--- config.mk ---
export PLATFORM = sky130hd
export DESIGN_NAME = lru_page_replacement
export DESIGN_NICKNAME = d
export VERILOG_FILES = /design/src/sv/lrupr_pkg.sv /design/src/sv/lrupr_page_store.sv /design/src/sv/lrupr_match_unit.sv /design/src/sv/lru_page_replacement.sv
export SDC_FILE = /design/constraint.sdc
export NUM_CORES = 1
export LEC_CHECK = 0
export BUFFER_PORTS_ARGS = -buffer_cell sky130_fd_sc_hd__buf_2
export CAP_MARGIN = 20
export CORE_MARGIN = 10
export CORE_UTILIZATION = 55
export DETAILED_ROUTE_END_ITERATION = 10
export MAX_ROUTING_LAYER = met4
export PLACE_DENSITY = 0.72
export SYNTH_ARGS = -nofsm -noshare
export SYNTH_HDL_FRONTEND = slang
export SYNTH_SLANG_ARGS = --single-unit
--- constraint.sdc ---
create_clock -name clk -period 3.2 [get_ports clk]
set_input_delay 0.64 -clock clk [delete_from_list [all_inputs] [get_ports clk]]
set_output_delay 0.64 -clock clk [all_outputs]
set_load 0.05 [all_outputs]
--- src/sv/lrupr_pkg.sv ---
package lrupr_pkg;

  localparam int MAX_FRAMES = 8;
  localparam int PAGE_BITS  = 16;
  localparam int FIDX_W     = (MAX_FRAMES > 1) ? $clog2(MAX_FRAMES) : 1;
  localparam int CNT_W      = $clog2(MAX_FRAMES + 1);
  localparam int RANK_W     = FIDX_W;
  localparam int CFG_W      = 4;
  localparam int FAULT_W    = 32;
  localparam int RESET_FRAMES = (MAX_FRAMES < 8) ? MAX_FRAMES : 8;

  typedef enum logic [3:0] {
    S_IDLE   = 4'b0001,
    S_SCAN   = 4'b0010,
    S_DRAIN  = 4'b0100,
    S_DECIDE = 4'b1000
  } state_t;

  // Running result of one scan over the filled frames.
  typedef struct packed {
    logic                 hit;
    logic [FIDX_W-1:0]    hit_idx;
    logic [RANK_W-1:0]    best_rank;
    logic [FIDX_W-1:0]    best_idx;
    logic [PAGE_BITS-1:0] best_page;
  } scan_res_t;

endpackage

--- src/sv/lrupr_page_store.sv ---
module lrupr_page_store (
  input  logic                           clk,
  input  logic                           we,
  input  logic [lrupr_pkg::FIDX_W-1:0]    waddr,
  input  logic [lrupr_pkg::PAGE_BITS-1:0] wdata,
  input  logic [lrupr_pkg::FIDX_W-1:0]    raddr,
  output logic [lrupr_pkg::PAGE_BITS-1:0] rdata
);
  import lrupr_pkg::*;

  logic [PAGE_BITS-1:0] mem [MAX_FRAMES];

  always_ff @(posedge clk) begin
    if (we) begin
      mem[waddr] <= wdata;
    end
    rdata <= mem[raddr];
  end

endmodule

--- src/sv/lrupr_match_unit.sv ---
module lrupr_match_unit (
  input  logic                           clk,
  input  logic                           rst,
  input  logic                           clr,
  input  logic                           vld,
  input  logic [lrupr_pkg::FIDX_W-1:0]    idx,
  input  logic [lrupr_pkg::PAGE_BITS-1:0] key,
  input  logic [lrupr_pkg::PAGE_BITS-1:0] rd_page,
  input  logic [lrupr_pkg::RANK_W-1:0]    rd_rank,
  output lrupr_pkg::scan_res_t            res
);
  import lrupr_pkg::*;

  // One frame per cycle: compare against the key and track the oldest rank.
  always_ff @(posedge clk) begin
    if (rst || clr) begin
      res.hit <= 1'b0;
    end else if (vld && !res.hit && rd_page == key) begin
      res.hit <= 1'b1;
    end
    if (vld && !res.hit && rd_page == key) begin
      res.hit_idx <= idx;
    end
    if (vld && (idx == '0 || rd_rank > res.best_rank)) begin
      res.best_rank <= rd_rank;
      res.best_idx  <= idx;
      res.best_page <= rd_page;
    end
  end

endmodule

--- src/sv/lru_page_replacement.sv ---
// LRU page replacement: one page reference in, one hit/fault result out.
// From input transfer to output valid, the match unit reads each filled frame (none
// when no frame is filled) through the page memory read port, one frame per cycle; the
// number of occupied frames is 0..8. The decision then waits for a free output register.
// No new reference is taken until the result is committed; in_ready is low meanwhile.
// Reset (synchronous, active high): all frames empty, fault counter zero, frames_in_use 8.
module lru_page_replacement (
  input  logic                            clk,
  input  logic                            rst,
  input  logic                            cfg_wr_en,
  input  logic [lrupr_pkg::CFG_W-1:0]     cfg_wr_data,
  input  logic                            in_valid,
  output logic                            in_ready,
  input  logic [15:0]                     page_number,
  output logic                            out_valid,
  input  logic                            out_ready,
  output logic                            hit,
  output logic [2:0]                      frame_index,
  output logic                            evicted_valid,
  output logic [15:0]                     evicted_page,
  output logic [lrupr_pkg::FAULT_W-1:0]   fault_total
);
  import lrupr_pkg::*;

  state_t               state, state_next;
  logic [CNT_W-1:0]     frames_in_use;
  logic [CNT_W-1:0]     frames_filled;
  logic [RANK_W-1:0]    recency [MAX_FRAMES];
  logic [FAULT_W-1:0]   fault_counter;
  logic [PAGE_BITS-1:0] key;

  // Scan pointer and the tag of the data coming back from the page memory.
  logic [FIDX_W-1:0]    scan_idx;
  logic                 rd_vld;
  logic [FIDX_W-1:0]    rd_idx;
  logic [PAGE_BITS-1:0] rd_page;
  scan_res_t            res;

  logic                 in_xfer;
  logic                 last_issue;
  logic                 commit;
  logic                 miss, fill, age_all;
  logic [FIDX_W-1:0]    f;
  logic [RANK_W-1:0]    limit;
  logic [CNT_W-1:0]     filled_new;
  logic [FAULT_W-1:0]   fault_next;
  logic [CNT_W-1:0]     cfg_clamped;

  assign in_ready   = (state == S_IDLE);
  assign in_xfer    = in_valid && in_ready;
  assign last_issue = ({1'b0, scan_idx} == CNT_W'(frames_filled - 1'b1));
  // Hold the decision until the output register is free.
  assign commit     = (state == S_DECIDE) && (!out_valid || out_ready);

  always_comb begin
    if (cfg_wr_data == '0) begin
      cfg_clamped = CNT_W'(1);
    end else if (32'(cfg_wr_data) > MAX_FRAMES) begin
      cfg_clamped = CNT_W'(MAX_FRAMES);
    end else begin
      cfg_clamped = CNT_W'(cfg_wr_data);
    end
  end

  // Sequencer.
  always_comb begin
    state_next = state;
    case (state)
      S_IDLE: begin
        if (in_xfer) begin
          state_next = (frames_filled == '0) ? S_DECIDE : S_SCAN;
        end
      end
      S_SCAN: begin
        if (last_issue) begin
          state_next = S_DRAIN;
        end
      end
      S_DRAIN:  state_next = S_DECIDE;
      S_DECIDE: begin
        if (commit) begin
          state_next = S_IDLE;
        end
      end
      default:  state_next = S_IDLE;
    endcase
  end

  always_ff @(posedge clk) begin
    if (rst) begin
      state  <= S_IDLE;
      rd_vld <= 1'b0;
    end else begin
      state  <= state_next;
      rd_vld <= (state == S_SCAN);
    end
    rd_idx <= scan_idx;
    if (in_xfer) begin
      key      <= page_number[PAGE_BITS-1:0];
      scan_idx <= '0;
    end else if (state == S_SCAN && !last_issue) begin
      scan_idx <= scan_idx + 1'b1;
    end
  end

  // Decision: hit frame, next empty frame, or the least recently used one.
  always_comb begin
    miss       = !res.hit;
    fill       = miss && (frames_filled < frames_in_use);
    age_all    = fill;
    filled_new = fill ? frames_filled + 1'b1 : frames_filled;
    if (res.hit) begin
      f = res.hit_idx;
    end else if (fill) begin
      f = FIDX_W'(frames_filled);
    end else begin
      f = res.best_idx;
    end
    limit = res.hit ? recency[res.hit_idx] : res.best_rank;
    if (miss && fault_counter != '1) begin
      fault_next = fault_counter + 1'b1;
    end else begin
      fault_next = fault_counter;
    end
  end

  lrupr_page_store u_store (
    .clk   (clk),
    .we    (commit && miss),
    .waddr (f),
    .wdata (key),
    .raddr (scan_idx),
    .rdata (rd_page)
  );

  lrupr_match_unit u_match (
    .clk     (clk),
    .rst     (rst),
    .clr     (in_xfer),
    .vld     (rd_vld),
    .idx     (rd_idx),
    .key     (key),
    .rd_page (rd_page),
    .rd_rank (recency[rd_idx]),
    .res     (res)
  );

  // Frame bookkeeping; a register write empties every frame.
  always_ff @(posedge clk) begin
    if (rst) begin
      frames_in_use <= CNT_W'(RESET_FRAMES);
      frames_filled <= '0;
      fault_counter <= '0;
      for (int j = 0; j < MAX_FRAMES; j++) begin
        recency[j] <= '0;
      end
    end else if (cfg_wr_en) begin
      frames_in_use <= cfg_clamped;
      frames_filled <= '0;
      for (int j = 0; j < MAX_FRAMES; j++) begin
        recency[j] <= '0;
      end
    end else if (commit) begin
      frames_filled <= filled_new;
      fault_counter <= fault_next;
      // Touch: the chosen frame becomes newest, younger filled frames age (all of them on a fill).
      for (int j = 0; j < MAX_FRAMES; j++) begin
        if (FIDX_W'(j) == f) begin
          recency[j] <= '0;
        end else if (CNT_W'(j) < filled_new && (age_all || recency[j] < limit)) begin
          recency[j] <= recency[j] + 1'b1;
        end
      end
    end
  end

  // Output register: load on commit, drop on transfer.
  always_ff @(posedge clk) begin
    if (rst) begin
      out_valid <= 1'b0;
    end else if (commit) begin
      out_valid <= 1'b1;
    end else if (out_ready) begin
      out_valid <= 1'b0;
    end
    if (commit) begin
      hit           <= res.hit;
      frame_index   <= 3'(f);
      evicted_valid <= miss && !fill;
      evicted_page  <= (miss && !fill) ? 16'(res.best_page) : '0;
      fault_total   <= fault_next;
    end
  end

endmodule
==> run_results.csv, run 1 <==
group,metric,value,unit
yosys,postSynthAreaPerCell,13.97,µm²
timing,timing.setup.tns,0,ps
global_route,grt_overflow,0,
outcome,status,"finished clean",
yosys,ys_types,66,
setup_path,startpoint_type,"flop",
route,wire_per_inst,20.52,µm
yosys,seq_area_frac_synth,0.6358,
route,wl,30.16,mm
die,fp-row-count,58,
global_route,grt_pass1_wl,46.80,mm
timing,hold_viol,0,
route,vias_per_cell,5.787,
die,io_pins,80,
final_layout,nNetsFinal,1174,
global_route,grt_pass1_vias,8412,
final_layout,drive_above_1_share,0.2333,
setup_path,worstPathArrival,3200,ps
timing,max_freq,336.8,MHz
die,die_x,178.9,µm
setup_path,crit_type,"flop to flop",
timing,slew_viol_final,0,
clock_network,cts_tree,"done",
place,hpwl,19.57,mm
setup_path,crit_required,3430,ps
final_layout,diodes,0,
pwr,power.density,548.1,nW/µm²
setup_path,slowest_delay,500,ps
final_layout,final-seq-area,8831,µm²
yosys,synthArstFlopShare,0,
route,route.detailed.drc,0,
clock_network,insertion_delay,520,ps
clock_network,cts_buffers,34,
place,gp_congestion,0.9292,
timing,period_share,0.9277,
route,antenna_left,0,
yosys,synth_area,13880,µm²
clock_network,clk_pin_slew,60,ps
setup_path,critPathMaxFanout,5,
timing,rsz0062_at_grt,"no",
timing,min_period,2969,ps
setup_path,cp-end-kind,"flop",
clock_network,cts_max_level,2,
timing,setup_viol,0,
final_layout,syn2layout_area_growth,16.32,%
route,drtPass1Iterations,5,
yosys,ys_warn_count,0,
place,numPortBuffers,79,
clock_network,clockBufferDepth,3,
run,drv_cap,0,
clock_network,cts_num_sinks,318,
yosys,yosys_register_bits,318,
setup_path,cp_cell_sequence,"buf_4, mux4_2, mux2i_1, nor2_1, a21oi_1, ha_1, a211oi_1, nand3b_1, o221ai_1, nor2b_1, o21ai_0, buf_4",
pwr,p_leak,5.829,nW
global_route,gr-usage-all-layers,0.1932,
place,preCtsSetupSlack,200.1,ps
global_route,grt_antenna_before_repair,1,
clock_network,holdBufCountCts,0,
setup_path,critPathSlowestCell,"mux4_2",
timing,hold_ws,290.0,ps
final_layout,n_fill_cell,1840,
timing,fin_worst_skew,21.83,ps
timing,maxSlewHeadroom,0.4274,
yosys,synth_fp_nets,1054,
min_path,hp-class,"input port to flop",
timing,setup_slack,231.2,ps
place,place_inst,1408,
die,start_util,0.5546,
die,fp.dieArea,32000,µm²
yosys,synth_edf_count,246,
yosys,synth_cells,994,
pwr,ir_drop,516.1,µV
final_layout,final_cell_count_no_fill,1470,
route,via_count,8507,
die,core_area,25040,µm²
route,first_iter_violations,803,
die,die_y,178.9,µm
global_route,grt_max_degree,48,
clock_network,clockRootBuffer,"clkbuf_16",
yosys,synthFlopType,"edfxtp_1",
final_layout,multiInputGateArea,4785,µm²
setup_path,cp_common_cell,"buf_4",
timing,tightest_slew,855.8,ps
final_layout,fin_util,0.6451,
## where the power goes
part	leakage, nW	switching [mW]	internal (mW)
clock	0.554	1.63	2.34
combinational	2.33	0.190	0.114
sequential	2.95	0.0707	4.51
## sequential cells by signal (all words and copies together), names as in the netlist, named ones only
name / count
state: 4
rd_idx: 3
frame_index: 3
scan_idx: 3
u_match.res: 26
u_store.mem: 128
evicted_page: 16
fault_total: 32
u_store.rdata: 16
frames_filled: 4
key: 16
hit: 1
frames_in_use: 4
recency: 24
fault_counter: 32
evicted_valid: 1
rd_vld: 1
out_valid: 1
## metrics by stage
step	power, mW	instance area, µm²
after floorplan	4.836	13910
after global placement	4.955	15000
after detailed placement	4.964	15000
after CTS	8.917	16140
after global routing	9.138	16150
final	8.852	16150
## layer usage
metal,part of all wire,vias up,track usage
met5,0,-,-
met4,0.019,0,0.04995
met3,0.062,42,0.02801
met2,0.48,263,0.3081
met1,0.44,4233,0.2569
li1,-,3969,-
## repair_timing
item | in CTS | in global routing
gates resized for setup | 0 | 2
setup endpoints to repair | 0 | 15
setup buffers | 0 | 0
## layout by cell type (no fill, tap or decap), types with 21 or more instances in the layout
cell type and n:
mux4_2 43, mux2_2 21, and2_1 25, inv_1 33
nand2_1 47, nor2_1 88, buf_4 41, buf_2 79
ha_1 35, xor2_1 44, edfxtp_1 246, dfxtp_1 70
xnor2_1 48, a21oi_1 26, clkbuf_16 34, nand3_1 44
## worst paths after layout
check,cells after the start,end,slack [ps],from
setup / recovery,12,recency[7][1],230,flop
hold reg to reg,0,u_match.res[1],450,u_store.rdata[1]
setup reg to reg,12,recency[7][1],230,flop
hold / removal,1,key[3],290,page_number[3]
## cells by family after synthesis
kind of cell / count (synthesis) / synth area share
AO/OA/AOI/OAI: 90 / 0.04506
XOR/XNOR: 92 / 0.05803
adder cells (fa/ha/maj): 35 / 0.03154
buffers and inverters: 77 / 0.02298
flip-flops: 318 / 0.6358
multiplexers: 75 / 0.09480
AND/OR/NAND/NOR: 307 / 0.1117
## cell type report
class,count,share of cell area
clock buffers,39,0.05446
flip-flops and latches,318,0.5468
inverters,34,0.008134
clock inverters,23,0.01658
repair buffers,127,0.05222
well taps,330,0.02557
multi-input cells,599,0.2963
## synthesized netlist by cell type (26+ instances only)
| library cell | number | share of area |
|---|---|---|
| edfxtp_1 | 246 | 0.53 |
| nor2_1 | 88 | 0.024 |
| dfxtp_1 | 72 | 0.10 |
| xnor2_1 | 48 | 0.030 |
| nand2_1 | 47 | 0.013 |
| nand3_1 | 44 | 0.016 |
| xor2_1 | 44 | 0.028 |
| mux4_2 | 43 | 0.070 |
| ha_1 | 35 | 0.032 |
| inv_1 | 34 | 0.0092 |
| nor3_1 | 27 | 0.0097 |
| a21oi_1 | 26 | 0.0094 |
| clkbuf_1 | 26 | 0.0070 |
## worst max-delay path, delay by kind of cell, from the launching register on
kind / cells / cell delay (ps)
adder cells (fa/ha/maj): 1 / 280
buffers and inverters: 2 / 320
AND/OR/NAND/NOR: 3 / 240
AO/OA/AOI/OAI: 4 / 840
multiplexers: 2 / 650
flip-flops: 1 / 360
Power figures use the tool's default switching activity.
==> run 2, diff against run 1 <==
CORE_UTILIZATION = 57   (was 55)
CTS_BUF_LIST = sky130_fd_sc_hd__clkbuf_8   (was default)
PLACE_DENSITY = 0.74   (was 0.72)
==> run 2 against run 1 <==
Effect of this change:
- clock-buffer cell count rose by 12
- critical path depth did not move
- worst hold slack got worse by 71 ps
- fmax fell by 0.81%
- register-to-register slack got worse by 20 ps
- critical path type unchanged
- largest power group unchanged
==> run_results.csv, run 2 (synthesis gave the netlist of run 1 again) <==
group,metric,value,unit
timing,tightest_slew,919.2,ps
run,drv_cap,0,
pwr,combPwrFrac,0.038,
timing,setup_slack,207.0,ps
clock_network,cts_buffers,49,
die,core_area,24180,µm²
place,preCtsSetupSlack,123.7,ps
global_route,grt_pass1_vias,8507,
setup_path,cp-end-kind,"flop",
global_route,grt_util_met2,0.3026,
final_layout,regMostFlops,"u_store.mem",
pwr,clkPwrFrac,0.384,
pwr,ir_drop,482.9,µV
clock_network,clockRootBuffer,"clkbuf_8",
timing,fin_worst_skew,33.14,ps
setup_path,worstPathArrival,3280,ps
timing,hold_viol,0,
global_route,grt.met1_usage,0.2421,
route,vias_per_cell,5.595,
clock_network,post-cts-setup-buffers,0,
outcome,status,"finished clean",
die,start_util,0.5743,
final_layout,syn2layout_area_growth,14.06,%
route,first_iter_violations,675,
min_path,hp-class,"input port to flop",
final_layout,final_common_cell,"edfxtp_1",
global_route,top_usage_layer,"met2",
setup_path,cp_cell_sequence,"buf_4, mux4_2, mux2i_1, nor2_1, a21oi_2, ha_1, a211oi_1, nand3b_1, o221ai_1, nor2b_1, o21ai_0, buf_4",
pwr,p_leak,5.788,nW
die,fp.dieArea,31000,µm²
setup_path,cp_common_cell,"buf_4",
pwr,intPower,6.120,mW
final_layout,nNetsFinal,1184,
pwr,p_seq_frac,0.579,
global_route,grt_max_degree,49,
timing,period_share,0.9353,
timing,max_freq,334.1,MHz
place,gp_congestion,0.9539,
setup_path,crit_required,3490,ps
route,drtPass1Iterations,4,
clock_network,cts_num_sinks,318,
setup_path,regToRegSetupSlack,210,ps
final_layout,diodes,0,
setup_path,cp_top_family,"compound AO/OA/AOI/OAI gates",
final_layout,largest_reg_flops,128,
setup_path,critPathMaxFanout,4,
setup_path,slowest_delay,490,ps
place,numPortBuffers,79,
global_route,grt_antenna_before_repair,1,
pwr,switching_share,0.2261,
final_layout,drive_above_1_share,0.2328,
setup_path,crit_buf_inv,2,
clock_network,cts_max_level,2,
clock_network,clk_pin_slew,60,ps
clock_network,clockBufferDepth,3,
route,via_count,8325,
global_route,grt_use_met3,0.03994,
pwr,power.density,499.3,nW/µm²
route,wire_per_inst,19.31,µm
global_route,grt_overflow,0,
timing,rsz0062_at_grt,"no",
place,hpwl,18.71,mm
timing,timing.setup.tns,0,ps
setup_path,crit_type,"flop to flop",
global_route,gr-usage-all-layers,0.1907,
setup_path,critPathSlowestCell,"mux4_2",
die,die_y,176.1,µm
timing,min_period,2993,ps
die,die_x,176.1,µm
timing,maxSlewHeadroom,0.3849,
die,fp-row-count,57,
global_route,grt_pass1_wl,45.40,mm
timing,setup_viol,0,
route,antenna_left,0,
clock_network,cts_resized,0,
min_path,worstHoldStart,"page_number[8]",
route,route.detailed.drc,0,
route,wl,28.74,mm
pwr,switching_power,1.788,mW
timing,slew_viol_final,0,
setup_path,startpoint_type,"flop",
clock_network,cts_tree,"done",
final_layout,reg_top3,"u_store.mem x128, fault_counter x32, fault_total x32",
final_layout,layout_common_cells,"246 x edfxtp_1, 88 x nor2_1, 79 x buf_2",
clock_network,holdBufCountCts,0,
die,io_pins,80,
clock_network,insertion_delay,590,ps
run 2: cell types whose count changed in the layout (fill, tap and decap cells not counted), sizes merged:
cell      delta
buf          -5
bufinv       -4
clkbuf      +12
clkinv       +3
clkinvlp     -2
inv         +20
run 2: stage by stage:
stage	hold slack, ps	util	cell area (µm²)	power, mW	cells
CTS	172.3	0.6548	15830	7.991	1488
global route	182.3	0.6550	15840	8.213	1488
finish	219.3	0.6550	15840	7.908	1488
global placement	430.2	0.6179	14940	4.949	1397
detailed placement	442.9	0.6179	14940	4.960	1397
floorplan	329.0	-	13910	4.836	994
run 2: path summary, 6_finish.rpt:
kind                                        to  cells after the start
worst max-delay path             recency[7][0]                     12
worst min-delay path                    key[8]                      1
worst max register to register   recency[7][0]                     12
worst min register to register  u_match.res[4]                      0
run 2: area by class of cell:
class	count	area, µm²
Sequential cell	318	8831
Clock buffer	51	701.9
Clock inverter	40	191.4
Fill cell	1709	8341
Tap cell	324	405.4
Timing Repair Buffer	122	793.3
Multi-Input combinational cell	599	4782
Inverter	34	131.4
run 2: worst reg2reg max path, stage by stage, from the launching register on:
cell and delay, ps:
dfxtp_2 380, buf_4 170, mux4_2 490, mux2i_1 140
nor2_1 70, a21oi_2 170, ha_1 270, a211oi_1 300
nand3b_1 110, o221ai_1 230, nor2b_1 70, o21ai_0 160
buf_4 160
run 2: power by group through the flow:
stage	clock, mW	sequential [mW]	combinational [mW]
floorplan	0	4.66	0.179
global route	3.30	4.58	0.327
CTS	3.12	4.58	0.299
finish	3.03	4.58	0.298
global placement	0	4.66	0.291
detailed placement	0	4.66	0.297
run 2: layer usage:
metal | wire length (µm) | share of wire
met1 | 12180 | 0.42
met2 | 14000 | 0.49
met3 | 1976 | 0.069
met4 | 583 | 0.020
met5 | 0 | 0
==> run 3, diff against run 2 <==
CORE_UTILIZATION = 55   (was 57)
PLACE_DENSITY = 0.72   (was 0.74)
==> run 3 against run 2 <==
Effect of this change:
- clock-buffer cell count increased by 5
- cell count rose by 0.94%
- setup slack better by 35 ps
- clock skew increased by 3.1 ps
- via count up 1.9%
- sequential power about the same
- worst hold slack about the same
- die area up 3.2%
- combinational power up 1%
- sequential share of layout area down 0.45 points
- flip-flop and latch count stayed put
- global-route usage shrank 0.079 points
==> run_results.csv, run 3 (synthesis gave the netlist of run 1 again) <==
group,metric,value,unit
outcome,status,"finished clean",
timing,rsz0062_at_grt,"no",
timing,max_freq,338.0,MHz
route,drtPass1Iterations,5,
route,wire_per_inst,19.68,µm
run,drv_cap,0,
setup_path,cp-endpoint,"recency[7][0]",
place,numPortBuffers,79,
min_path,hp-class,"input port to flop",
route,via_count,8482,
global_route,grt_antenna_before_repair,1,
setup_path,cp-end-kind,"flop",
clock_network,clockBufferDepth,3,
setup_path,startpoint_type,"flop",
final_layout,largest_reg_flops,128,
global_route,grt_pass1_vias,8379,
global_route,grt_max_degree,48,
clock_network,cts_buffers,51,
clock_network,cts_resized,0,
setup_path,reg2reg_to,"recency[7][0]",
route,route.detailed.drc,0,
timing,timing.setup.tns,0,ps
timing,period_share,0.9244,
final_layout,nNetsFinal,1191,
die,core_area,25040,µm²
route,wl,29.56,mm
setup_path,worstPathArrival,3260,ps
clock_network,insertion_delay,600,ps
route,first_iter_violations,767,
final_layout,final_common_cell,"edfxtp_1",
final_layout,diodes,0,
die,start_util,0.5546,
route,vias_per_cell,5.647,
timing,setup_viol,0,
place,hpwl,19.57,mm
timing,fin_worst_skew,36.22,ps
final_layout,drive_above_1_share,0.2398,
global_route,grt_pass1_wl,46.00,mm
clock_network,holdBufCountCts,0,
setup_path,critPathMaxFanout,5,
die,io_pins,80,
pwr,power.total,8.067,mW
setup_path,crit_type,"flop to flop",
setup_path,ff2ff_path_depth,12,
clock_network,cts_tree,"done",
timing,hold_viol,0,
pwr,power.density,505.3,nW/µm²
final_layout,reg_top3,"u_store.mem x128, fault_counter x32, fault_total x32",
clock_network,cts_max_level,2,
final_layout,layout_common_cells,"246 x edfxtp_1, 88 x nor2_1, 79 x buf_2",
clock_network,clockRootBuffer,"clkbuf_8",
die,fp-row-count,58,
timing,maxSlewHeadroom,0.4111,
timing,slew_viol_final,0,
setup_path,regToRegSetupSlack,240,ps
clock_network,post-cts-setup-buffers,0,
timing,min_period,2958,ps
pwr,p_leak,5.859,nW
setup_path,crit_required,3500,ps
die,fp.dieArea,32000,µm²
timing,tightest_slew,880.1,ps
route,antenna_left,0,
die,die_x,178.9,µm
final_layout,regMostFlops,"u_store.mem",
clock_network,cts_num_sinks,318,
die,die_y,178.9,µm
clock_network,clk_pin_slew,70,ps
place,gp_congestion,0.9292,
pwr,ir_drop,467.6,µV
global_route,gr-usage-all-layers,0.1899,
global_route,grt_overflow,0,
final_layout,syn2layout_area_growth,14.99,%
[run 3: cell types whose count changed in the layout (fill, tap and decap cells not counted), sizes merged]
cell,delta
buf,+5
clkbuf,+5
clkinv,-5
inv,+3
[run 3: area by class of cell]
| type | instances | area [µm²] |
|---|---|---|
| fill | 1875 | 9071 |
| sequential | 318 | 8831 |
| multi-input combinational | 599 | 4788 |
| timing repair buffer | 127 | 843.3 |
| clock buffer | 56 | 770.7 |
| tap | 330 | 412.9 |
| clock inverter | 38 | 187.7 |
| inverter | 34 | 131.4 |
[run 3: power by group]
part           switching (mW)  internal (mW)  leakage (nW)  total (mW)
logic                   0.188          0.114          2.33       0.302
clock network            1.56           1.63         0.583        3.19
registers              0.0693           4.51          2.95        4.58
[run 3: through the flow]
step | setup slack (ps) | cells | hold slack [ps] | instance area, µm² | util
floorplan | 112.7 | 994 | 329.0 | 13910 | -
global placement | 273.8 | 1408 | 431.5 | 15000 | 0.5990
detailed placement | 200.1 | 1408 | 442.7 | 15000 | 0.5990
CTS | 171.4 | 1502 | 185.8 | 15950 | 0.6372
global route | 30.84 | 1502 | 185.8 | 15970 | 0.6377
finish | 241.8 | 1502 | 218.8 | 15970 | 0.6377
[run 3: critical path, stage by stage (launching register included)]
cell	delay (ps)
dfxtp_2	360
buf_4	170
mux4_2	500
mux2i_1	150
nor2_1	70
a21oi_2	140
ha_1	260
a211oi_1	310
nand3b_1	120
o221ai_1	220
nor2b_1	70
o21ai_0	150
buf_4	150
[run 3: routing by layer]
metal / vias to the layer above / wire [µm] / GRT usage
li1: 4002 / - / -
met1: 4183 / 13200 / 0.2516
met2: 248 / 14070 / 0.3014
met3: 49 / 1817 / 0.03307
met4: 0 / 464 / 0.04513
met5: - / 0 / -
[run 3: how the worst min path moves through the flow]
stage / start / end / slack, ps / depth (start not counted)
after global placement: u_store.rdata[3] / u_match.res[3] / 430 / 0
final: page_number[6] / key[6] / 220 / 1
after detailed placement: u_store.rdata[2] / u_match.res[2] / 440 / 0
after CTS: page_number[6] / key[6] / 190 / 1
after floorplan: scan_idx[2] / rd_idx[2] / 330 / 0
after global routing: page_number[11] / key[11] / 190 / 1
